===== src/sv/stereo_damped_comb_reverb_defines.svh =====
// assertion macros shared by the reverb rtl
`ifndef STEREO_DAMPED_COMB_REVERB_DEFINES_SVH
`define STEREO_DAMPED_COMB_REVERB_DEFINES_SVH

`ifndef ASSERT_OFF

// property checked on every clock edge outside reset
`define SDCR_ASSERT(label, clk, rst, prop, msg) \
  label: assert property (@(posedge clk) disable iff (rst) prop) else $error(msg);

// antecedent in one cycle implies consequent in the next
`define SDCR_ASSERT_NEXT(label, clk, rst, ante, cons, msg) \
  label: assert property (@(posedge clk) disable iff (rst) (ante) |=> (cons)) else $error(msg);

`else

`define SDCR_ASSERT(label, clk, rst, prop, msg)
`define SDCR_ASSERT_NEXT(label, clk, rst, ante, cons, msg)

`endif

`endif


===== src/sv/sdcr_pkg.sv =====
`default_nettype none

package sdcr_pkg;

  // sample and coefficient widths
  localparam int SAMPLE_W    = 16;
  localparam int COEF_W      = 16;
  localparam int GAIN_REGS   = 4;
  localparam int GAIN_IDX_W  = 2;
  localparam int LEN_FIELD_W = 12;
  localparam int LEN_W       = LEN_FIELD_W + 1;
  localparam int LEN_REG_W   = 4 * LEN_FIELD_W;
  localparam int CFG_INDEX_W = 3;
  localparam int CFG_DATA_W  = LEN_REG_W;

  // shared multiplier: signed operand, unsigned q0.16 coefficient, rounded result
  localparam int MUL_A_W  = 18;
  localparam int MUL_P_W  = MUL_A_W + COEF_W + 1;
  localparam int MUL_R_W  = MUL_P_W - 16;
  localparam int RND_HALF = 32768;

  // width of an add before saturation
  localparam int SUM_W = 20;
  localparam logic signed [SUM_W-1:0] SAT_HI = 20'sd32767;
  localparam logic signed [SUM_W-1:0] SAT_LO = -20'sd32768;

  // register indexes
  localparam logic [CFG_INDEX_W-1:0] REG_DAMP  = 3'd0;
  localparam logic [CFG_INDEX_W-1:0] REG_CROSS = 3'd1;
  localparam logic [CFG_INDEX_W-1:0] REG_GAIN0 = 3'd2;
  localparam logic [CFG_INDEX_W-1:0] REG_GAIN1 = 3'd3;
  localparam logic [CFG_INDEX_W-1:0] REG_GAIN2 = 3'd4;
  localparam logic [CFG_INDEX_W-1:0] REG_GAIN3 = 3'd5;
  localparam logic [CFG_INDEX_W-1:0] REG_LLEN  = 3'd6;
  localparam logic [CFG_INDEX_W-1:0] REG_RLEN  = 3'd7;

  // register reset values
  localparam logic [COEF_W-1:0]    DAMP_RESET  = 16'd19661;
  localparam logic [COEF_W-1:0]    CROSS_RESET = 16'd6554;
  localparam logic [COEF_W-1:0]    GAIN_RESET  = 16'd49152;
  localparam logic [LEN_REG_W-1:0] LEN_RESET   = 48'hFFFF_FFFF_FFFF;

  typedef struct packed {
    logic [COEF_W-1:0]                 damping;
    logic [COEF_W-1:0]                 crossfeed;
    logic [GAIN_REGS-1:0][COEF_W-1:0]  gain;
    logic [LEN_REG_W-1:0]              left_len;
    logic [LEN_REG_W-1:0]              right_len;
    logic                              clear;
  } cfg_t;

  function automatic logic signed [SAMPLE_W-1:0] sat16(input logic signed [SUM_W-1:0] v);
    logic signed [SAMPLE_W-1:0] r;
    if (v > SAT_HI) begin
      r = SAT_HI[SAMPLE_W-1:0];
    end else if (v < SAT_LO) begin
      r = SAT_LO[SAMPLE_W-1:0];
    end else begin
      r = v[SAMPLE_W-1:0];
    end
    return r;
  endfunction

endpackage

`default_nettype wire


===== src/sv/sdcr_cfg.sv =====
`default_nettype none

module sdcr_cfg
  import sdcr_pkg::*;
(
  input  wire logic                   clk,
  input  wire logic                   rst,
  input  wire logic                   cfg_write,
  input  wire logic [CFG_INDEX_W-1:0] cfg_index,
  input  wire logic [CFG_DATA_W-1:0]  cfg_data,
  output cfg_t                        cfg
);

  logic [COEF_W-1:0]                damping;
  logic [COEF_W-1:0]                crossfeed;
  logic [GAIN_REGS-1:0][COEF_W-1:0] gain;
  logic [LEN_REG_W-1:0]             left_len;
  logic [LEN_REG_W-1:0]             right_len;

  // register file writes
  always_ff @(posedge clk) begin
    if (rst) begin
      damping   <= DAMP_RESET;
      crossfeed <= CROSS_RESET;
      gain      <= {GAIN_REGS{GAIN_RESET}};
      left_len  <= LEN_RESET;
      right_len <= LEN_RESET;
    end else if (cfg_write) begin
      case (cfg_index)
        REG_DAMP:  damping   <= cfg_data[COEF_W-1:0];
        REG_CROSS: crossfeed <= cfg_data[COEF_W-1:0];
        REG_GAIN0: gain[0]   <= cfg_data[COEF_W-1:0];
        REG_GAIN1: gain[1]   <= cfg_data[COEF_W-1:0];
        REG_GAIN2: gain[2]   <= cfg_data[COEF_W-1:0];
        REG_GAIN3: gain[3]   <= cfg_data[COEF_W-1:0];
        REG_LLEN:  left_len  <= cfg_data[LEN_REG_W-1:0];
        REG_RLEN:  right_len <= cfg_data[LEN_REG_W-1:0];
        default: ;
      endcase
    end
  end

  // a length write wipes all line state
  always_comb begin
    cfg.damping   = damping;
    cfg.crossfeed = crossfeed;
    cfg.gain      = gain;
    cfg.left_len  = left_len;
    cfg.right_len = right_len;
    cfg.clear     = cfg_write && (cfg_index == REG_LLEN || cfg_index == REG_RLEN);
  end

endmodule

`default_nettype wire

===== config.mk =====
export PLATFORM = sky130hd
export DESIGN_NAME = sdcr_cfg
export DESIGN_NICKNAME = d
export VERILOG_FILES = /design/src/sv/stereo_damped_comb_reverb_defines.svh /design/src/sv/sdcr_pkg.sv /design/src/sv/sdcr_cfg.sv
export SDC_FILE = /design/constraint.sdc
export NUM_CORES = 1
export LEC_CHECK = 0
export BUFFER_PORTS_ARGS = -buffer_cell sky130_fd_sc_hd__clkbuf_2
export CAP_MARGIN = 20
export CORE_UTILIZATION = 45
export DETAILED_ROUTE_END_ITERATION = 10
export PLACE_DENSITY = 0.84
export RECOVER_POWER = 50
export SKIP_CTS_REPAIR_TIMING = 1
export SLEW_MARGIN = 10
export SYNTH_ARGS = -nofsm -noshare
export SYNTH_HDL_FRONTEND = slang
export SYNTH_SLANG_ARGS = --single-unit

===== constraint.sdc =====
create_clock -name clk -period 2.4 [get_ports clk]
set_input_delay 0.36 -clock clk [delete_from_list [all_inputs] [get_ports clk]]
set_output_delay 0.36 -clock clk [all_outputs]
set_load 0.005 [all_outputs]

# --- Word-level counts from Yosys, hierarchy flattened ---
# Index checks and enable logic that the tools add are counted.
word_totals:
  regBits: 192
  latch_bits: 0
  ram_bits: 0
  rom_bits: 0
  output_inout_bits: 193
  mem_count: 0
op_classes:
  addsub: 0
  n_mul: 0
  div_mod_pow: 0
  n_lt_le_gt_ge: 0
  eq_ne: 7
  n_shift: 0
  mux: 0
  bitwise: 0
  reduce_logical: 11
op_table:
  columns: ["cell", "n"]
  rows:
  - ["AND reduction 2 bit", 8]
  - ["equality test 3 bit (second input constant)", 4]
  - ["equality test 3 x 2 -> 1 bit (second input constant)", 2]
  - ["equality test 3 x 1 -> 1 bit (second input constant)", 1]
  - ["logical NOT 3 bit", 1]
  - ["logical AND 1 bit", 1]
  - ["logical OR 1 bit", 1]

# --- Depth between registers and ports, before layout ---
# Gate-level depths: netlist of run 1.
depth:
  ltp_word: 3
  ltp_mapped: 6

# --- Worst setup path before layout of run 1 ---
# OpenSTA, ideal clock, no wires.
synth_timing:
  path_kind: "input to register"
  startpoint: "input port cfg_index[1]"
  endpoint: "register damping[14]"
  arrival_time_ns: 1.380
  required_ns: 2.266
  slack_ns: 0.886
  stages: 5
  path_buffers: 3
  cell_sequence: "buf_6 -> or4b_1 -> buf_6 -> buf_8 -> mux2i_1"
synth_between:
  elab_chain_len: 2
synth_lines:
  columns: ["item", "line", "text"]
  rows:
  - ["start: declaration", "sdcr_cfg.sv:9", "input wire logic [CFG_INDEX_W-1:0] cfg_index,"]
  - ["logical NOT 3 bit", "sdcr_cfg.sv:29", "case (cfg_index)"]
  - ["AND reduction 2 bit (no line)", null, null]
  - ["end signal: assignment", "sdcr_cfg.sv:30", "REG_DAMP: damping <= cfg_data[COEF_W-1:0];"]
  - ["end: declaration", "sdcr_cfg.sv:14", "logic [COEF_W-1:0] damping;"]
# Every way passes these cells.
# A chain may end at the register's enable or synchronous reset.

# --- Final worst setup path of run 1 ---
layout_timing:
  startpoint: "input port cfg_index[1]"
  endpoint: "register crossfeed[10]"
layout_between:
  elab_chain_len: 2
layout_lines:
  columns: ["item", "line", "text"]
  rows:
  - ["equality test 3 x 1 -> 1 bit", "sdcr_cfg.sv:29", null]
  - ["AND reduction 2 bit (no line)", null, null]
  - ["end signal: assignment", "sdcr_cfg.sv:31", "REG_CROSS: crossfeed <= cfg_data[COEF_W-1:0];"]
  - ["end: declaration", "sdcr_cfg.sv:15", "logic [COEF_W-1:0] crossfeed;"]
# Every way passes these cells.

==> flow_summary.toml, run 1 <==
[status]
status = "finished, final reports clean"

[synth]
synthDistinctLibCells = 16
synthTopCellsByCount = "dfxtp_1 (192), mux2i_1 (192), nor2_1 (167)"
yosys-top-cells-area = "dfxtp_1 (52%), mux2i_1 (26%), nor2_1 (8.6%)"
ys.warnings.count = 0
ys_seq_elements = 192
synth_nets = 760
synth-edff-count = 0
ys_seq_area_frac = 0.525
ys_dominant_reg_cell = "dfxtp_1"
synth_area_um2 = 7320
synth_top_area_share = 0.525
syn_inst = 706
async_flop_share = 0
syn_avg_cell_area_um2 = 10.4
synth_top_cell_by_area = "dfxtp_1"

[clock_tree]
cts_max_level = 4
cts_tree = "built"
clk_pin_slew_ns = 0.07
root_buffer = "clkbuf_16"
clock_path_buffers = 2
clkLatencyLatePin_ns = 0.41
cts_buffers = 17
cts.sinks = 192

[place]
placed_cell_area_um2 = 8760
gp_congestion = 0.738
place_ws_ns = 0.679
hpwlAfterDp_um = 13300
numPortBuffers = 246
dpl.cell_count = 1130

[global_routing]
grt_pass1_wl_um = 28200
grtUsageMet3 = 0.0751
top_usage_layer = "met2"
use_met2 = 0.366
grt.met1_usage = 0.268
grt_max_degree = 112
antenna_found_initial = 0
groute.usage.overall = 0.220
first_global_vias = 5502
grt_overflow = 0

[timing]
holdWs_ns = 0.195
rsz0062_at_grt = "false"
worstMarginPinSlew_ns = 1.14
fmax_mhz = 596
slew_headroom = 0.243
timing.final.crit_share = 0.699
fin_ws_ns = 0.723
fin_skew_ns = 0
drv_slew = 0
fin_tns_setup_ns = 0
setup_violations = 0
hold_viol = 0
min_period_ns = 1.68

[critical_path]
worstPathRequired_ns = 2.74
ff2ff_path_depth = 2
crit_type = "primary input to flip-flop"
rrSetupSlack_ns = 1.72
cp-start-kind = "primary input"
end_kind = "flip-flop"
critPathMaxFanout = 13
arrival_ns = 2.01

[power]
power.leakage_nw = 4.40
internal-power_mw = 4.92
clkPwrFrac = 0.427
finalPower_mw = 6.53
switching_share = 0.246
p_sw_mw = 1.60
peakVddDrop_mv = 0.457
p_seq_frac = 0.505
pwr-share-comb = 0.068
powerDensity_nw_per_um2 = 711

[floorplan]
initial_core_util = 0.461
die-area_um2 = 16800
chipWidth_um = 130
coreArea_um2 = 15900
fp.dieH_um = 130
ioPinCount = 247
placementRows = 46

[finish]
multi_input_area_um2 = 3210
drive_gt1_frac = 0.247
fillCellCount = 1387
syn2layout_area_growth_pct = 25.4
regArea_um2 = 3840
final_util = 0.578
design_area_um2 = 9180
fin_cells = 1162
antenna_cells = 0
final_nets = 987

[route]
wl_um = 18500
ant_nets = 0
drtIter0Drc = 246
vias = 5642
drc = 0
vias_per_cell = 4.86
dr.pass1.iters = 6
wl_per_cell_um = 15.9

[min_path]
hold_class = "primary input to flip-flop"
holdPathStages = 3

[run]
drv_cap = 0
-- power groups by stage --
stage	clock, mW	combinational [mW]	sequential [mW]
after floorplan	0	0.255	3.37
after global placement	0	0.455	3.36
after detailed placement	0	0.462	3.37
after CTS	2.84	0.463	3.29
after global routing	2.97	0.486	3.30
final	2.79	0.443	3.29
-- worst max-delay path, stage by stage --
cell and delay, ns:
clkbuf_1 0.18, nor4bb_1 0.31, clkbuf_1 0.87, mux2i_1 0.27
-- kinds of logic (layout without fill, tap and decap cells) --
group / count (synthesis) / after routing / synth area share
buffers and inverters: 55 / 295 / 0.0369
muxes: 192 / 192 / 0.262
DFF: 192 / 192 / 0.525
and+or+nand+nor: 267 / 267 / 0.176
-- per-layer routing --
layer | vias to the layer above | wire (µm) | part of all wire
li1 | 2772 | - | -
met1 | 2655 | 8130 | 0.44
met2 | 199 | 8540 | 0.46
met3 | 16 | 1660 | 0.090
met4 | 0 | 204 | 0.011
met5 | - | 0 | 0
-- sequential cells by signal, summed over array words and instances (netlist names) --
signal / count
left_len: 48
right_len: 48
cfg: 64
damping: 16
crossfeed: 16
-- area by class of cell --
class,count,share of cell area
timing repair buffer,263,0.140
clock inverter,14,0.0159
multi-input combinational,459,0.350
sequential,192,0.419
clock buffer,18,0.0467
tap,216,0.0294
-- layout by cell type, fill, tap and decap left out, drive strengths merged --
| cell | netlist | routed |
|---|---|---|
| and4b | 1 | 1 |
| nand4b | 2 | 2 |
| nor2 | 167 | 167 |
| nand2b | 89 | 89 |
| bufinv | 0 | 1 |
| nand4 | 1 | 1 |
| and3 | 1 | 1 |
| dfxtp | 192 | 192 |
| clkinv | 0 | 2 |
| inv | 0 | 8 |
| clkbuf | 30 | 270 |
| nand4bb | 3 | 3 |
| mux2i | 192 | 192 |
| clkinvlp | 0 | 3 |
| buf | 25 | 11 |
| nor4bb | 2 | 2 |
| or4b | 1 | 1 |
-- path summary, 6_finish.rpt --
kind                        startpoint                    endpoint
max                       cfg_index[1]  crossfeed[10]$_SDFFE_PP0P_
min                       cfg_data[42]  right_len[42]$_SDFFE_PP1P_
max reg2reg      cfg[143]$_SDFFE_PP1P_       cfg[143]$_SDFFE_PP1P_
min reg2reg  crossfeed[2]$_SDFFE_PP0P_   crossfeed[2]$_SDFFE_PP0P_
Power figures use the tool's default switching activity.
==> run 2: changes to the inputs <==
--- a/config.mk
+++ b/config.mk
@@ -5,11 +5,12 @@
 export SDC_FILE = /design/constraint.sdc
 export NUM_CORES = 1
 export LEC_CHECK = 0
+export ABC_AREA = 1
 export BUFFER_PORTS_ARGS = -buffer_cell sky130_fd_sc_hd__clkbuf_2
 export CAP_MARGIN = 20
 export CORE_UTILIZATION = 45
 export DETAILED_ROUTE_END_ITERATION = 10
-export PLACE_DENSITY = 0.84
+export PLACE_DENSITY = 0.87
 export RECOVER_POWER = 50
 export SKIP_CTS_REPAIR_TIMING = 1
 export SLEW_MARGIN = 10
==> constraint.sdc (replaced) <==
create_clock -name clk -period 1.45 [get_ports clk]
set_input_delay 0.2175 -clock clk [delete_from_list [all_inputs] [get_ports clk]]
set_output_delay 0.2175 -clock clk [all_outputs]
set_load 0.005 [all_outputs]
==> run 2 against run 1 <==
Global-route usage increased by 4.7 points. Routed wire length increased by 16%. Synthesized cell count grew 35%. Die area shrank 4.0%. Clock-buffer cell count up 3. Register-to-register slack worse by 0.90 ns.
==> flow_summary.toml, run 2 <==
[route]
wl_um = 21500
ant_nets = 0
dr.pass1.iters = 5
drc = 0
vias_per_cell = 5.14
vias = 7118
drtIter0Drc = 642
wl_per_cell_um = 15.5

[synth]
syn_inst = 953
ys.warnings.count = 0
synth_area_um2 = 7020
synth_top_cell_by_area = "dfxtp_1"
synth_most_common_cell = "nand2_1"
synth_nets = 1007
synth-edff-count = 0
synthTopCellsByCount = "nand2_1 (324), dfxtp_1 (192), nand3_1 (192)"
synthDistinctLibCells = 14
ys_seq_elements = 192
yosys-top-cells-area = "dfxtp_1 (55%), nand2_1 (17%), nand3_1 (14%)"
ys_seq_area_frac = 0.547
ys_dominant_reg_cell = "dfxtp_1"
async_flop_share = 0
synth_top_area_share = 0.547
syn_avg_cell_area_um2 = 7.37

[critical_path]
crit_top_cell = "nand2_1"
cp_top_family = "simple AND/OR/NAND/NOR gates"
crit_type = "primary input to flip-flop"
critPathMaxFanout = 48
arrival_ns = 1.51
end_kind = "flip-flop"
max_stage_delay_ns = 0.33
cp_num_buf_inv = 3
cpMaxStageDelayCell = "nor2_1"
cp-start-kind = "primary input"
worstPathRequired_ns = 1.76
path_cells = "clkbuf_1 -> nand2_1 -> nor2_1 -> clkinv_1 -> buf_6 -> nand2_1 -> nand3_1"

[clock_tree]
cts_tree = "built"
clkLatencyLatePin_ns = 0.44
clk_pin_slew_ns = 0.07
cts_buffers = 17
root_buffer = "clkbuf_16"
cts.sinks = 192
cts_max_level = 4
clock_path_buffers = 2

[global_routing]
groute.usage.overall = 0.267
grt_pass1_wl_um = 33000
grt_max_degree = 49
antenna_found_initial = 0
grt_overflow = 0
first_global_vias = 6356

[power]
peakVddDrop_mv = 0.809
p_sw_mw = 2.75
power.leakage_nw = 4.62
p_seq_frac = 0.503
finalPower_mw = 11.1
powerDensity_nw_per_um2 = 1220
pwr-share-comb = 0.094
internal-power_mw = 8.33
switching_share = 0.248
clkPwrFrac = 0.403

[min_path]
hold_class = "primary input to flip-flop"

[finish]
final_nets = 1238
largest_reg_flops = 64
drive_gt1_frac = 0.261
antenna_cells = 0
final_cell_mix = "nand2_1 (324), clkbuf_2 (247), nand3_1 (192), dfxtp_1 (192), nor2_1 (150)"
layout_commonest_cell = "nand2_1"
syn2layout_area_growth_pct = 29.5

[floorplan]
die-area_um2 = 16100
ioPinCount = 247
fp.dieH_um = 127
chipWidth_um = 127
coreArea_um2 = 15200
initial_core_util = 0.462
placementRows = 45

[timing]
holdWs_ns = 0.00607
fin_skew_ns = 0
slew_headroom = 0.523
hold_viol = 0
setup_violations = 0
min_period_ns = 1.20
rsz0062_at_grt = "false"
worstMarginPinSlew_ns = 0.715
fin_tns_setup_ns = 0
fmax_mhz = 835
timing.final.crit_share = 0.826
drv_slew = 0

[run]
drv_cap = 0

[place]
gp_congestion = 0.856
hpwlAfterDp_um = 14900
numPortBuffers = 246

[status]
status = "finished, final reports clean"
==> run 2: cell types whose count changed after synthesis, sizes merged, moves of 3 or more <==
cell     before  now
mux2i       192    0
nand3         0  192
buf          25   31
nand2b       89    0
nor2        167  159
nand2         0  324
nand4bb       3    0
inv           0   24
==> run 2: per-layer routing <==
| layer | track usage | share of wire | up-vias |
|---|---|---|---|
| met1 | 0.332 | 0.41 | 3236 |
| li1 | - | - | 3470 |
| met3 | 0.0713 | 0.081 | 77 |
| met4 | 0.136 | 0.041 | 0 |
| met2 | 0.427 | 0.47 | 335 |
| met5 | 0 | 0 | - |
==> run 2: kinds of logic after synthesis <==
logic type             share of synthesized area
and+or+nand+nor                            0.399
buffers and inverters                     0.0540
DFF                                        0.547
==> run 2: cell type report <==
type	count	area, µm²
Clock buffer	21	460
Clock inverter	11	108
Multi-Input combinational cell	675	2810
Fill cell	1331	6100
Tap cell	188	235
Timing Repair Buffer	274	1540
Inverter	24	95.1
Sequential cell	192	3840
==> run 2: stage by stage <==
step	worst slack, ns	std cells	area, µm²	utilization
final	0.252	1385	9100	0.598
after global routing	0.133	1385	9100	0.598
after CTS	0.269	1385	9160	0.602
after detailed placement	0.0474	1353	8590	0.565
after global placement	0.106	1353	8590	0.565
after floorplan	0.344	953	7020	-
==> run 2: path summary, 6_finish.rpt <==
path | slack (ns) | depth (start not counted) | start | endpoint
max | 0.25 | 7 | cfg_index[2] | right_len[43]$_SDFFE_PP1P_
min | 0.006 | 3 | cfg_data[16] | right_len[16]$_SDFFE_PP1P_
max reg2reg | 0.82 | 2 | cfg[134]$_SDFFE_PP0P_ | cfg[134]$_SDFFE_PP0P_
min reg2reg | 0.46 | 2 | right_len[39]$_SDFFE_PP1P_ | right_len[39]$_SDFFE_PP1P_
==> run 2: worst register-to-register path: stages (launching register included) <==
cell	delay, ns
dfxtp_1	0.33
nor2_1	0.13
nor2_1	0.06
==> run 2: power groups by stage <==
stage | clock network, mW | registers, mW | logic [mW]
after CTS | 4.54 | 5.57 | 1.05
after global placement | 0 | 5.68 | 1.03
final | 4.47 | 5.57 | 1.04
after detailed placement | 0 | 5.69 | 1.05
after floorplan | 0 | 5.69 | 0.507
after global routing | 4.75 | 5.59 | 1.16
