<file path="src/sv/stereo_damped_comb_reverb_defines.svh">
// assertion macros shared by the reverb rtl
`ifndef STEREO_DAMPED_COMB_REVERB_DEFINES_SVH
`define STEREO_DAMPED_COMB_REVERB_DEFINES_SVH

`ifndef ASSERT_OFF

// property checked on every clock edge outside reset
`define SDCR_ASSERT(label, clk, rst, prop, msg) \
  label: assert property (@(posedge clk) disable iff (rst) prop) else $error(msg);

// antecedent in one cycle implies consequent in the next
`define SDCR_ASSERT_NEXT(label, clk, rst, ante, cons, msg) \
  label: assert property (@(posedge clk) disable iff (rst) (ante) |=> (cons)) else $error(msg);

`else

`define SDCR_ASSERT(label, clk, rst, prop, msg)
`define SDCR_ASSERT_NEXT(label, clk, rst, ante, cons, msg)

`endif

`endif

</file>
<file path="src/sv/sdcr_pkg.sv">
`default_nettype none

package sdcr_pkg;

  // sample and coefficient widths
  localparam int SAMPLE_W    = 16;
  localparam int COEF_W      = 16;
  localparam int GAIN_REGS   = 4;
  localparam int GAIN_IDX_W  = 2;
  localparam int LEN_FIELD_W = 12;
  localparam int LEN_W       = LEN_FIELD_W + 1;
  localparam int LEN_REG_W   = 4 * LEN_FIELD_W;
  localparam int CFG_INDEX_W = 3;
  localparam int CFG_DATA_W  = LEN_REG_W;

  // shared multiplier: signed operand, unsigned q0.16 coefficient, rounded result
  localparam int MUL_A_W  = 18;
  localparam int MUL_P_W  = MUL_A_W + COEF_W + 1;
  localparam int MUL_R_W  = MUL_P_W - 16;
  localparam int RND_HALF = 32768;

  // width of an add before saturation
  localparam int SUM_W = 20;
  localparam logic signed [SUM_W-1:0] SAT_HI = 20'sd32767;
  localparam logic signed [SUM_W-1:0] SAT_LO = -20'sd32768;

  // register indexes
  localparam logic [CFG_INDEX_W-1:0] REG_DAMP  = 3'd0;
  localparam logic [CFG_INDEX_W-1:0] REG_CROSS = 3'd1;
  localparam logic [CFG_INDEX_W-1:0] REG_GAIN0 = 3'd2;
  localparam logic [CFG_INDEX_W-1:0] REG_GAIN1 = 3'd3;
  localparam logic [CFG_INDEX_W-1:0] REG_GAIN2 = 3'd4;
  localparam logic [CFG_INDEX_W-1:0] REG_GAIN3 = 3'd5;
  localparam logic [CFG_INDEX_W-1:0] REG_LLEN  = 3'd6;
  localparam logic [CFG_INDEX_W-1:0] REG_RLEN  = 3'd7;

  // register reset values
  localparam logic [COEF_W-1:0]    DAMP_RESET  = 16'd19661;
  localparam logic [COEF_W-1:0]    CROSS_RESET = 16'd6554;
  localparam logic [COEF_W-1:0]    GAIN_RESET  = 16'd49152;
  localparam logic [LEN_REG_W-1:0] LEN_RESET   = 48'hFFFF_FFFF_FFFF;

  typedef struct packed {
    logic [COEF_W-1:0]                 damping;
    logic [COEF_W-1:0]                 crossfeed;
    logic [GAIN_REGS-1:0][COEF_W-1:0]  gain;
    logic [LEN_REG_W-1:0]              left_len;
    logic [LEN_REG_W-1:0]              right_len;
    logic                              clear;
  } cfg_t;

  function automatic logic signed [SAMPLE_W-1:0] sat16(input logic signed [SUM_W-1:0] v);
    logic signed [SAMPLE_W-1:0] r;
    if (v > SAT_HI) begin
      r = SAT_HI[SAMPLE_W-1:0];
    end else if (v < SAT_LO) begin
      r = SAT_LO[SAMPLE_W-1:0];
    end else begin
      r = v[SAMPLE_W-1:0];
    end
    return r;
  endfunction

endpackage

`default_nettype wire

</file>
<file path="src/sv/sdcr_mulrnd.sv">
`default_nettype none

module sdcr_mulrnd
  import sdcr_pkg::*;
(
  input  wire logic                      clk,
  input  wire logic signed [MUL_A_W-1:0] a,
  input  wire logic        [COEF_W-1:0]  b,
  output logic signed      [MUL_R_W-1:0] result
);

  logic signed [MUL_P_W-1:0] prod;
  logic signed [MUL_P_W-1:0] prod_rnd;

  // signed sample times unsigned q0.16, rounded to nearest with ties up
  always_comb begin
    prod     = MUL_P_W'(a) * MUL_P_W'($signed({1'b0, b}));
    prod_rnd = prod + MUL_P_W'(RND_HALF);
  end

  always_ff @(posedge clk) begin
    result <= prod_rnd[MUL_P_W-1:16];
  end

endmodule

`default_nettype wire

</file>
<file path="config.mk">
export PLATFORM = sky130hd
export DESIGN_NAME = sdcr_mulrnd
export DESIGN_NICKNAME = d
export VERILOG_FILES = /design/src/sv/stereo_damped_comb_reverb_defines.svh /design/src/sv/sdcr_pkg.sv /design/src/sv/sdcr_mulrnd.sv
export SDC_FILE = /design/constraint.sdc
export NUM_CORES = 1
export LEC_CHECK = 0
export BUFFER_PORTS_ARGS = -buffer_cell sky130_fd_sc_hd__buf_2
export CELL_PAD_IN_SITES_DETAIL_PLACEMENT = 1
export CELL_PAD_IN_SITES_GLOBAL_PLACEMENT = 2
export CORE_ASPECT_RATIO = 0.6
export CORE_MARGIN = 2
export CORE_UTILIZATION = 30
export CTS_CLUSTER_DIAMETER = 200
export DETAILED_ROUTE_END_ITERATION = 12
export PLACE_DENSITY_LB_ADDON = 0.3
export REMOVE_ABC_BUFFERS = 1
export SYNTH_ARGS = -nofsm -noshare
export SYNTH_HDL_FRONTEND = slang
export SYNTH_SLANG_ARGS = --single-unit
</file>
<file path="constraint.sdc">
create_clock -name clk -period 10.65 [get_ports clk]
set_input_delay 1.065 -clock clk [delete_from_list [all_inputs] [get_ports clk]]
set_output_delay 1.065 -clock clk [all_outputs]
set_load 0.005 [all_outputs]
</file>
# [Word-level counts from Yosys, hierarchy flattened]
# Cells that the tools add are included.
# W data, S select, Z words.
[totals] ff_bits=19 inputBits=35 out_inout_bits=19 elab_cells=3
[op_classes] addsub=1 n_mul=1
[ops] op="$add A35 B17 Y35 const B" count=1
[ops] op="$mul A18 B17 Y35" count=1

# [Depth between registers and ports, before layout]
# Gate-level depths: netlist of run 1.
[depth] ltp_word=2 ltp_mapped=23 depth_no_buf=22

# [Worst setup path before layout of run 1]
# OpenSTA, ideal clock, no wires.
[synth_path] kind="input-to-reg" start="in b[9]" end="reg result[9]" setup_time_ns=0.095 arrival_ns=6.581 required_ns=10.555 path_slack_ns=3.974 cell_stages=22 path_buffers=2 path_cell_list="clkbuf_1 -> clkbuf_1 -> nand2_1 -> fa_1 -> inv_1 -> fa_1 -> inv_1 -> fa_1 -> inv_1 -> fa_1 -> fa_1 -> inv_1 -> fa_1 -> inv_1 -> ha_1 -> a211oi_1 -> o21ai_0 -> a211o_1 -> o21a_1 -> a21o_1 -> a2111o_1 -> o311ai_1"
[synth_via] elab_chain_len=2
[synth_lines] element="from (decl)" line="sdcr_mulrnd.sv:8" source="input wire logic [COEF_W-1:0] b,"
[synth_lines] element="$mul A18 B17 Y35" line="sdcr_mulrnd.sv:17" source="prod = MUL_P_W'(a) * MUL_P_W'($signed({1'b0, b}));"
[synth_lines] element="$add A35 B17 Y35" line="sdcr_mulrnd.sv:18" source="prod_rnd = prod + MUL_P_W'(RND_HALF);"
[synth_lines] element="named net prod_rnd[25]" line="sdcr_mulrnd.sv:13" source="logic signed [MUL_P_W-1:0] prod_rnd;"
[synth_lines] element="to (signal assigned)" line="sdcr_mulrnd.sv:22" source="result <= prod_rnd[MUL_P_W-1:16];"
[synth_lines] element="to (decl)" line="sdcr_mulrnd.sv:9" source="output logic signed [MUL_R_W-1:0] result"
# The timed path passes the listed nets, and every way through them passes these cells.

# [Worst setup path after layout of run 1]
[layout_path] start="in b[9]" end="reg result[18]"
# Same word-level chain as after synthesis.

==> results of run 1 <==
-- per-stage QoR --
| stage | hold slack, ps | instances | setup WS, ps |
|---|---|---|---|
| after floorplan | 1350 | 1205 | 4430 |
| after global routing | 1760 | 1775 | 3260 |
| after global placement | 1440 | 1771 | 3410 |
| final | 1730 | 1775 | 3610 |
| after detailed placement | 1440 | 1771 | 3270 |
| after CTS | 1750 | 1775 | 3560 |
-- worst max-delay path, cell delays in order --
cell and delay (ps):
buf_2 410, nand2_1 150, fa_1 560, inv_1 50, fa_1 500, inv_1 60, fa_1 520, inv_1 40
fa_1 410, fa_1 520, inv_1 50, fa_1 480, inv_1 40, ha_1 350, nand4_1 140, nor4_1 350
a22o_1 260, o21ai_2 170, o311ai_1 670, a31oi_1 200, xnor2_1 160
-- cell usage after synthesis, drive strengths merged --
master / n
inv: 394
fa: 292
and2: 171
nand2: 121
ha: 100
clkbuf: 40
dfxtp: 19
xnor2: 18
a21oi: 14
nor3: 9
nor2: 8
a21o: 7
o21ai: 5
o311ai: 4
xor2: 4
a2111o: 3
a31oi: 3
and3: 3
nand3: 3
a221o: 2
a22o: 2
nor2b: 2
o211ai: 2
o21a: 2
o21bai: 2
o31ai: 2
a211o: 1
a211oi: 1
a22oi: 1
a311oi: 1
a41o: 1
and4: 1
and4b: 1
nand3b: 1
nand4: 1
nor4: 1
o22ai: 1
or2: 1
or4b: 1
-- cell families (layout without fill, tap and decap cells) --
kind of cell | Yosys count | after routing
AOI/OAI and AO/OA | 54 | 54
xor gates and xnor gates | 22 | 22
adders and majority gates | 392 | 392
buffers and inverters | 434 | 451
DFF | 19 | 19
and+or+nand+nor | 324 | 324
-- cell type report --
cell class / count / area, um2
inverter: 394 / 1480
fill: 4418 / 25400
sequential: 19 / 380
tap: 513 / 642
multi-input combinational: 792 / 9380
clock buffer: 4 / 78.8
timing repair buffer: 53 / 265
-- path summary, 6_finish.rpt --
path | depth (start not counted) | slack (ps) | endpoint | startpoint
setup / recovery | 21 | 3610 | result[18]$_DFF_P_ | b[9]
hold / removal | 1 | 1730 | result[14] | result[14]$_DFF_P_
-- per-layer routing --
| metal | share of wire, % | GRT usage (%) |
|---|---|---|
| met5 | 0 | 0 |
| met4 | 0.33 | 0.919 |
| met3 | 5.9 | 3.57 |
| met2 | 39 | 25.0 |
| met1 | 55 | 28.0 |
-- placed cells by master (no fill, tap or decap), drive strengths merged --
master	instances
inv	394
fa	292
and2	171
nand2	121
ha	100
buf	53
dfxtp	19
xnor2	18
a21oi	14
nor3	9
nor2	8
a21o	7
o21ai	5
xor2	4
o311ai	4
clkbuf	4
and3	3
a2111o	3
nand3	3
a31oi	3
o211ai	2
a22o	2
o21a	2
o31ai	2
o21bai	2
nor2b	2
a221o	2
nand4	1
and4b	1
and4	1
nor4	1
a211oi	1
a211o	1
a41o	1
or2	1
o22ai	1
nand3b	1
a22oi	1
a311oi	1
or4b	1
==> metrics.md, run 1 <==
| Metric | Value |
|---|---|
| Max-slew violation count | 0 |
| Cells after synthesis | 1245 |
| Top cells by area, synth | fa_1 51%, inv_1 13%, ha_1 11% |
| Compound-cell area share of the yosys netlist | 3.40% |
| Critical path class | in2reg |
| GR Overflow Total | 0 |
| Final period util | 66.1% |
| Post-CTS setup buffer count | 0 |
| CTS HTree Levels | 1 |
| Synth Warn # | 0 |
| Synth Area in XOR/XNOR | 1.69% |
| Fmax achieved | 142 MHz |
| Status | complete, no violations |
| Placed Area | 12100 um2 |
| Final instance area | 12200 um2 |
| Setup TNS | 0 ps |
| Mean Syn Cell Area | 9.15 um2 |
| Clock sinks | 19 |
| Leading area contributor after synthesis | fa_1 |
| Worst path required time | 10810 ps |
| Post-synth top area share | 51.3% |
| Worst Hold Class | reg2out |
| Worst Path Arrival | 7200 ps |
| Area Growth Syn to Fin | 7.34% |
| Synthesized cell area | 11400 um2 |
| Final Hold Fails | 0 |
| Worst slew pin tran | 705 ps |
| Initial antenna violation count | 0 |
| Starting Density | 30.3% |
| Final WL | 32600 um |
| Biggest register | result |
| DRT antenna net count | 0 |
| Top Ports | 54 |
| Residual DRC | 0 |
| Hold_buf cts | 0 |
| Unrepaired setup endpoints after global routing | false |
| # nets final | 1690 |
| Drt first pass iters | 4 |
| Die height | 155 um |
| Routed via count | 7777 |
| Detailed Place HPWL | 26900 um |
| Synth Area in Simple Gates | 14.9% |
| N_diodes | 0 |
| Ratio of cells with drive above 1 in the final layout | 4.68% |
| First-pass GRT wire length | 52700 um |
| Max-cap check violation count | 0 |
| # setup viols final | 0 |
| Clk slew on worst S/H paths | 60 ps |
| CP Capture Type | register |
| Critical Path Fanout Max | 18 |
| Mux contribution to synthesized area | 0% |
| Clock buffer depth | 2 |
| Clock period minus worst slack | 7040 ps |
| Die area | 39600 um2 |
| Biggest regs | result: 19 flops |
| CTS tree | yes |
| Core Util, Final | 32.5% |
| Max FFs per register | 19 |
| Total track usage | 17.5% |
| Largest family of logic cells by synthesized area | adder cells |
| Post-Synth Adder-Cell Area | 62.3% |
| First DRT Iteration DRCs | 304 |
| Placer Congestion | 0.792 |
| IO Port Bufs | 53 |
| Sequential area share after synthesis | 3.34% |
| Startpoint Class | input port |
| Die width | 256 um |
| Max_slew headroom | 52.2% |
| Largest net degree at the start of global routing | 19 |
| Avg WL per Cell | 18.4 um |
| #FFs+latches synth | 19 |
| Synth cell types | 42 |
| Root Buffer | clkbuf_16 |
| Number of global-route vias before repair | 8972 |
| Vias per cell | 4.38 |
| CTS Buf Count | 3 |
| Core Box Area | 37600 um2 |
| Post-cts sizing count | 0 |
| # rows | 55 |
Power of run 1 is not shown: default switching activity piles up to over one toggle a cycle in this logic, so the estimate is an artifact.
==> run 2, diff against run 1 <==
Settings changed: ABC_AREA set to 1.
Clock period 10.65 ns to 6.7 ns, I/O delays scaled along.
==> metrics.md, run 2 <==
| Metric | Value |
|---|---|
| Worst slew pin tran | 626 ps (-78.8 ps) |
| Max-slew violation count | 0 (unchanged) |
| Crit path max-delay family | adder cells |
| Largest family of logic cells by synthesized area | adder cells |
| First DRT Iteration DRCs | 534 (+76%) |
| # nets final | 2126 (+26%) |
| Clock buffer depth | 2 (unchanged) |
| Final period util | 92.8% |
| Bufs and invs on worst path | 4 (-2) |
| # fillers | 5165 (+17%) |
| Routed via count | 9864 (+27%) |
| Mean Syn Cell Area | 7.40 um2 (-19%) |
| Die height | 163 um (+4.9%) |
| Startpoint Class | input port |
| Synth Area in Simple Gates | 16.9% (+2.0 points) |
| CTS HTree Levels | 1 (unchanged) |
| Unrepaired setup endpoints after global routing | false |
| Slowest stage cell, crit path | fa_1 |
| Critical Path Fanout Max | 12 (-6) |
| Most frequent cell after synthesis | inv_1 |
| Max_slew headroom | 58.2% (+6.0 points) |
| Avg WL per Cell | 17.5 um (-5.0%) |
| Synth cell types | 26 (-38%) |
| Hold Path Depth | 1 (unchanged) |
| Compound-cell area share of the yosys netlist | 2.77% (-0.63 points) |
| DRT antenna net count | 0 (unchanged) |
| Cells after synthesis | 1697 (+36%) |
| Primary FF master, synth | dfxtp_1 |
| Synth Area in XOR/XNOR | 0.488% (-1.2 points) |
| Core Box Area | 41600 um2 (+11%) |
| Initial antenna violation count | 1 (+1) |
| Worst path required time | 6840 ps (-3970 ps) |
| Top cells by area, synth | fa_1 47%, inv_1 18%, nand2_1 13% |
| Die area | 43600 um2 (+10%) |
| DR WL met2 | 15400 um (+21%) |
| Critical path class | in2reg |
| Top Ports | 54 (unchanged) |
| Fmax achieved | 161 MHz |
| Post-cts sizing count | 0 (unchanged) |
| Detailed Place HPWL | 34800 um (+29%) |
| Sequential area share after synthesis | 3.03% (-0.31 points) |
| # setup viols final | 0 (unchanged) |
| Clk slew on worst S/H paths | 50 ps (about the same) |
| Commonest non-fill, non-tap cells in the layout | 611 x inv_1, 437 x nand2_1, 292 x fa_1 |
| Drt first pass iters | 4 (unchanged) |
| Max-cap check violation count | 0 (unchanged) |
| Area Growth Syn to Fin | 6.99% |
| Largest net degree at the start of global routing | 19 (unchanged) |
| Hold_buf cts | 0 (unchanged) |
| Status | complete, no violations |
| N_diodes | 0 (unchanged) |
| M1 wire length | 22500 um (+26%) |
| CTS tree | yes |
| Post-synth top area share | 46.5% (-4.8 points) |
| IO Port Bufs | 53 (unchanged) |
| Setup TNS | 0 ps (unchanged) |
| Leading area contributor after synthesis | fa_1 |
| Ratio of cells with drive above 1 in the final layout | 4.65% (-0.023 points) |
| First-pass GRT wire length | 63700 um (+21%) |
| Synthesized cell area | 12600 um2 (+10%) |
| Die width | 268 um (+5.0%) |
| Async set-reset flop share out of synthesis | 0% (unchanged) |
| Vias per cell | 4.35 (-0.73%) |
| Final WL | 39600 um (+21%) |
| Mux contribution to synthesized area | 0% (unchanged) |
| Metal3 WL | 1630 um (-15%) |
| Hold Path End | result[4] |
| Clock period minus worst slack | 6210 ps |
| Placer Congestion | 0.819 (+3.4%) |
| Synth Warn # | 0 (unchanged) |
| # rows | 58 (+5.5%) |
| Biggest regs | result: 19 flops |
| Starting Density | 30.2% (-0.084 points) |
| CTS Buf Count | 3 (unchanged) |
| #FFs+latches synth | 19 (unchanged) |
| Hold Crit Start | result[4]$_DFF_P_ |
| Worst stage delay on the critical path | 750 ps (+80 ps) |
| Synth cell count leaders | 611 x inv_1, 437 x nand2_1, 292 x fa_1 |
| Uppermost layer routed | met4 |
| CP most frequent cell | fa_1 |
| Area of the multi-input gates | 9630 um2 (+2.7%) |
| CP Capture Type | register |
| Max FFs per register | 19 (unchanged) |
| Worst Hold Class | reg2out |
| Residual DRC | 0 (unchanged) |
| Worst Path Arrival | 6360 ps (-840 ps) |
| Clock sinks | 19 (unchanged) |
| GR Overflow Total | 0 (unchanged) |
| Post-Synth Adder-Cell Area | 56.5% (-5.9 points) |
| Critical-path cell list | buf_2, nand2_1, fa_1, fa_1, inv_1, fa_1, fa_1, fa_1, inv_1, fa_1, inv_1, ha_1, a21oi_1, o21ai_0, a21o_1, nor2_1, nand2_1, nand2_1, nand2_1 |
| Post-CTS setup buffer count | 0 (unchanged) |
| Biggest register | result |
| Critical path depth in cells | 19 (-9.5%) |
| Final Hold Fails | 0 (unchanged) |
| Register area | 380 um2 (unchanged) |
| EDFF count, synth | 0 (unchanged) |
| Root Buffer | clkbuf_16 |
| Total track usage | 19.2% (+1.7 points) |
| Number of global-route vias before repair | 11100 (+24%) |
| Most common cell after layout, fill and taps aside | inv_1 |
## run 2: layout make-up
type                       instances  share of cell area [%]
multi-input combinational       1000                    71.6
inverter                         611                    17.1
tap                              570                    5.30
sequential                        19                    2.83
timing repair buffer              64                    2.59
clock buffer                       3                   0.558
clock inverter                     1                  0.0372
## run 2: metrics by stage
| step | util [%] | worst slack [ps] | cell area [um2] | hold slack, ps | instances |
|---|---|---|---|---|---|
| final | 32.3 | 486 | 13400 | 1320 | 2268 |
| after global routing | 32.3 | 122 | 13400 | 1350 | 2268 |
| after CTS | 32.3 | 536 | 13400 | 1340 | 2268 |
| after detailed placement | 32.1 | 266 | 13400 | 1050 | 2264 |
| after global placement | 32.1 | 324 | 13400 | 1050 | 2264 |
| after floorplan | - | 1400 | 12300 | 954 | 1630 |
## run 2: cells by family after synthesis
group / Yosys count
AND/OR/NAND/NOR: 535
flip-flops: 19
adder cells (fa/ha/maj): 392
buffers and inverters: 678
XOR/XNOR: 7
AO/OA/AOI/OAI: 66
## run 2: worst max-delay path by stage
stage                    endpoint  start  slack, ps
3_3_place_gp   result[12]$_DFF_P_   b[3]        320
6_report       result[12]$_DFF_P_   b[3]        490
2_1_floorplan  result[13]$_DFF_P_   b[2]       1400
3_5_place_dp   result[12]$_DFF_P_   b[3]        270
4_1_cts        result[12]$_DFF_P_   b[3]        540
5_1_grt        result[12]$_DFF_P_   b[3]        120
## run 2: routing by layer
metal	vias to the layer above	global-route usage, %
li1	4647	-
met1	5065	31.8
met3	9	2.04
met5	-	0
met4	0	0.660
met2	143	27.6
Power of run 2 is left out for the same reason.
==> run 3, diff against run 2 <==
Settings changed: CORE_UTILIZATION 30 to 39.
==> metrics.md, run 3 (synthesis gave the netlist of run 2 again) <==
| Metric | Value |
|---|---|
| Final WL | 37200 um (-6.1%) |
| Max_slew headroom | 63.6% (+5.3 points) |
| IO Port Bufs | 53 (unchanged) |
| Setup TNS | 0 ps (unchanged) |
| Die width | 236 um (-12%) |
| Clock period minus worst slack | 6080 ps (-137 ps) |
| CTS tree | yes |
| Avg WL per Cell | 17.6 um (+1.0%) |
| GR Overflow Total | 0 (unchanged) |
| Critical path class | in2reg |
| Commonest non-fill, non-tap cells in the layout | 611 x inv_1, 437 x nand2_1, 292 x fa_1 |
| GR Layer Usage met3 | 2.78% (+0.74 points) |
| Placer Congestion | 0.889 (+8.6%) |
| Unrepaired setup endpoints after global routing | false |
| DRT antenna net count | 0 (unchanged) |
| Ratio of cells with drive above 1 in the final layout | 4.37% (-0.28 points) |
| Max-slew violation count | 0 (unchanged) |
| Clock sinks | 19 (unchanged) |
| Clk slew on worst S/H paths | 60 ps (about the same) |
| Number of global-route vias before repair | 11000 (-0.89%) |
| Initial antenna violation count | 0 (-1) |
| Max-cap check violation count | 0 (unchanged) |
| Top Ports | 54 (unchanged) |
| Final period util | 90.7% (-2.0 points) |
| Critical Path Fanout Max | 16 (+4) |
| Met1 usage | 37.0% (+5.2 points) |
| Hold Path Depth | 1 (unchanged) |
| Hold Path End | result[0] |
| Fmax achieved | 165 MHz (+2.3%) |
| Starting Density | 39.9% (+9.7 points) |
| First-pass GRT wire length | 60500 um (-5.0%) |
| Most common cell after layout, fill and taps aside | inv_1 |
| # rows | 50 (-14%) |
| Vias per cell | 4.67 (+7.3%) |
| Die height | 143 um (-12%) |
| Worst Hold Class | reg2out |
| Worst slew pin tran | 546 ps (-80.2 ps) |
| Slowest stage cell, crit path | fa_1 |
| Critical-path cell list | buf_2, nand2_1, fa_1, fa_1, inv_1, fa_1, fa_1, fa_1, inv_1, fa_1, inv_1, ha_1, a21oi_1, o21ai_0, a21o_1, nor2_1, nand2_1, nand2_1, nand2_1 |
| Hold_buf cts | 0 (unchanged) |
| Detailed Place HPWL | 33100 um (-4.9%) |
| Worst Path Arrival | 6220 ps (-140 ps) |
| Residual DRC | 0 (unchanged) |
| Largest net degree at the start of global routing | 19 (unchanged) |
| Biggest regs | result: 19 flops |
| Post-cts sizing count | 0 (unchanged) |
| Final Hold Fails | 0 (unchanged) |
| First DRT Iteration DRCs | 552 (+3.4%) |
| # nets final | 2121 (-0.24%) |
| Routed via count | 9842 (-0.22%) |
| Status | complete, no violations |
| # setup viols final | 0 (unchanged) |
| CP Capture Type | register |
| CP most frequent cell | fa_1 |
| CTS Buf Count | 3 (unchanged) |
| Post-CTS setup buffer count | 0 (unchanged) |
| Clock buffer depth | 2 (unchanged) |
| Worst stage delay on the critical path | 790 ps (+40 ps) |
| Hold Crit Start | result[0]$_DFF_P_ |
| Area Growth Syn to Fin | 5.16% |
| Startpoint Class | input port |
| # fillers | 3956 (-23%) |
| Biggest register | result |
| Max FFs per register | 19 (unchanged) |
| CTS HTree Levels | 1 (unchanged) |
| Core Util, Final | 42.0% (+9.7 points) |
| Met2 Use GR | 35.0% (+7.3 points) |
| N_diodes | 0 (unchanged) |
| Worst path required time | 6840 ps (about the same) |
| Root Buffer | clkbuf_16 |
| Drt first pass iters | 5 (+1) |
| Layer with the highest usage | met1 |
| Die area | 33700 um2 (-23%) |
| Core Box Area | 31500 um2 (-24%) |
| Total track usage | 23.2% (+4.1 points) |
run 3: layer usage:
metal,vias to the layer above,wire [um]
met5,-,0
met3,4,1960
met4,0,59
met1,4999,20300
met2,207,14800
li1,4632,-
run 3: cell type report:
| class | instances | area [um2] | area share [%] |
|---|---|---|---|
| repair buffers | 59 | 310 | 2.35 |
| inverters | 611 | 2290 | 17.4 |
| flip-flops and latches | 19 | 380 | 2.88 |
| clock inverters | 1 | 5.00 | 0.0379 |
| well taps | 416 | 520 | 3.94 |
| multi-input cells | 1000 | 9630 | 72.9 |
| clock buffers | 3 | 75.1 | 0.568 |
run 3: per-stage QoR:
step	area, um2	setup slack, ps	hold WS, ps	std cells
2_1_floorplan	12300	1400	954	1630
3_3_place_gp	13100	461	1050	2105
3_5_place_dp	13100	349	1050	2105
4_1_cts	13200	614	1330	2109
5_1_grt	13200	281	1350	2109
6_report	13200	623	1320	2109
run 3: worst max-delay path by stage:
stage	from	endpoint	slack, ps	cells after the start
after detailed placement	a[17]	result[18]$_DFF_P_	350	20
after floorplan	b[2]	result[13]$_DFF_P_	1400	18
after global placement	a[17]	result[18]$_DFF_P_	460	20
after global routing	a[17]	result[18]$_DFF_P_	280	20
final	a[17]	result[12]$_DFF_P_	620	19
after CTS	a[17]	result[18]$_DFF_P_	610	20
run 3: worst max-delay path: cells and delay by family:
| kind | cells | cell delay [ps] |
|---|---|---|
| adder cells (fa/ha/maj) | 7 | 3590 |
| AO/OA/AOI/OAI | 3 | 710 |
| buffers and inverters | 4 | 700 |
| AND/OR/NAND/NOR | 5 | 530 |
Power of run 3 is left out for the same reason.
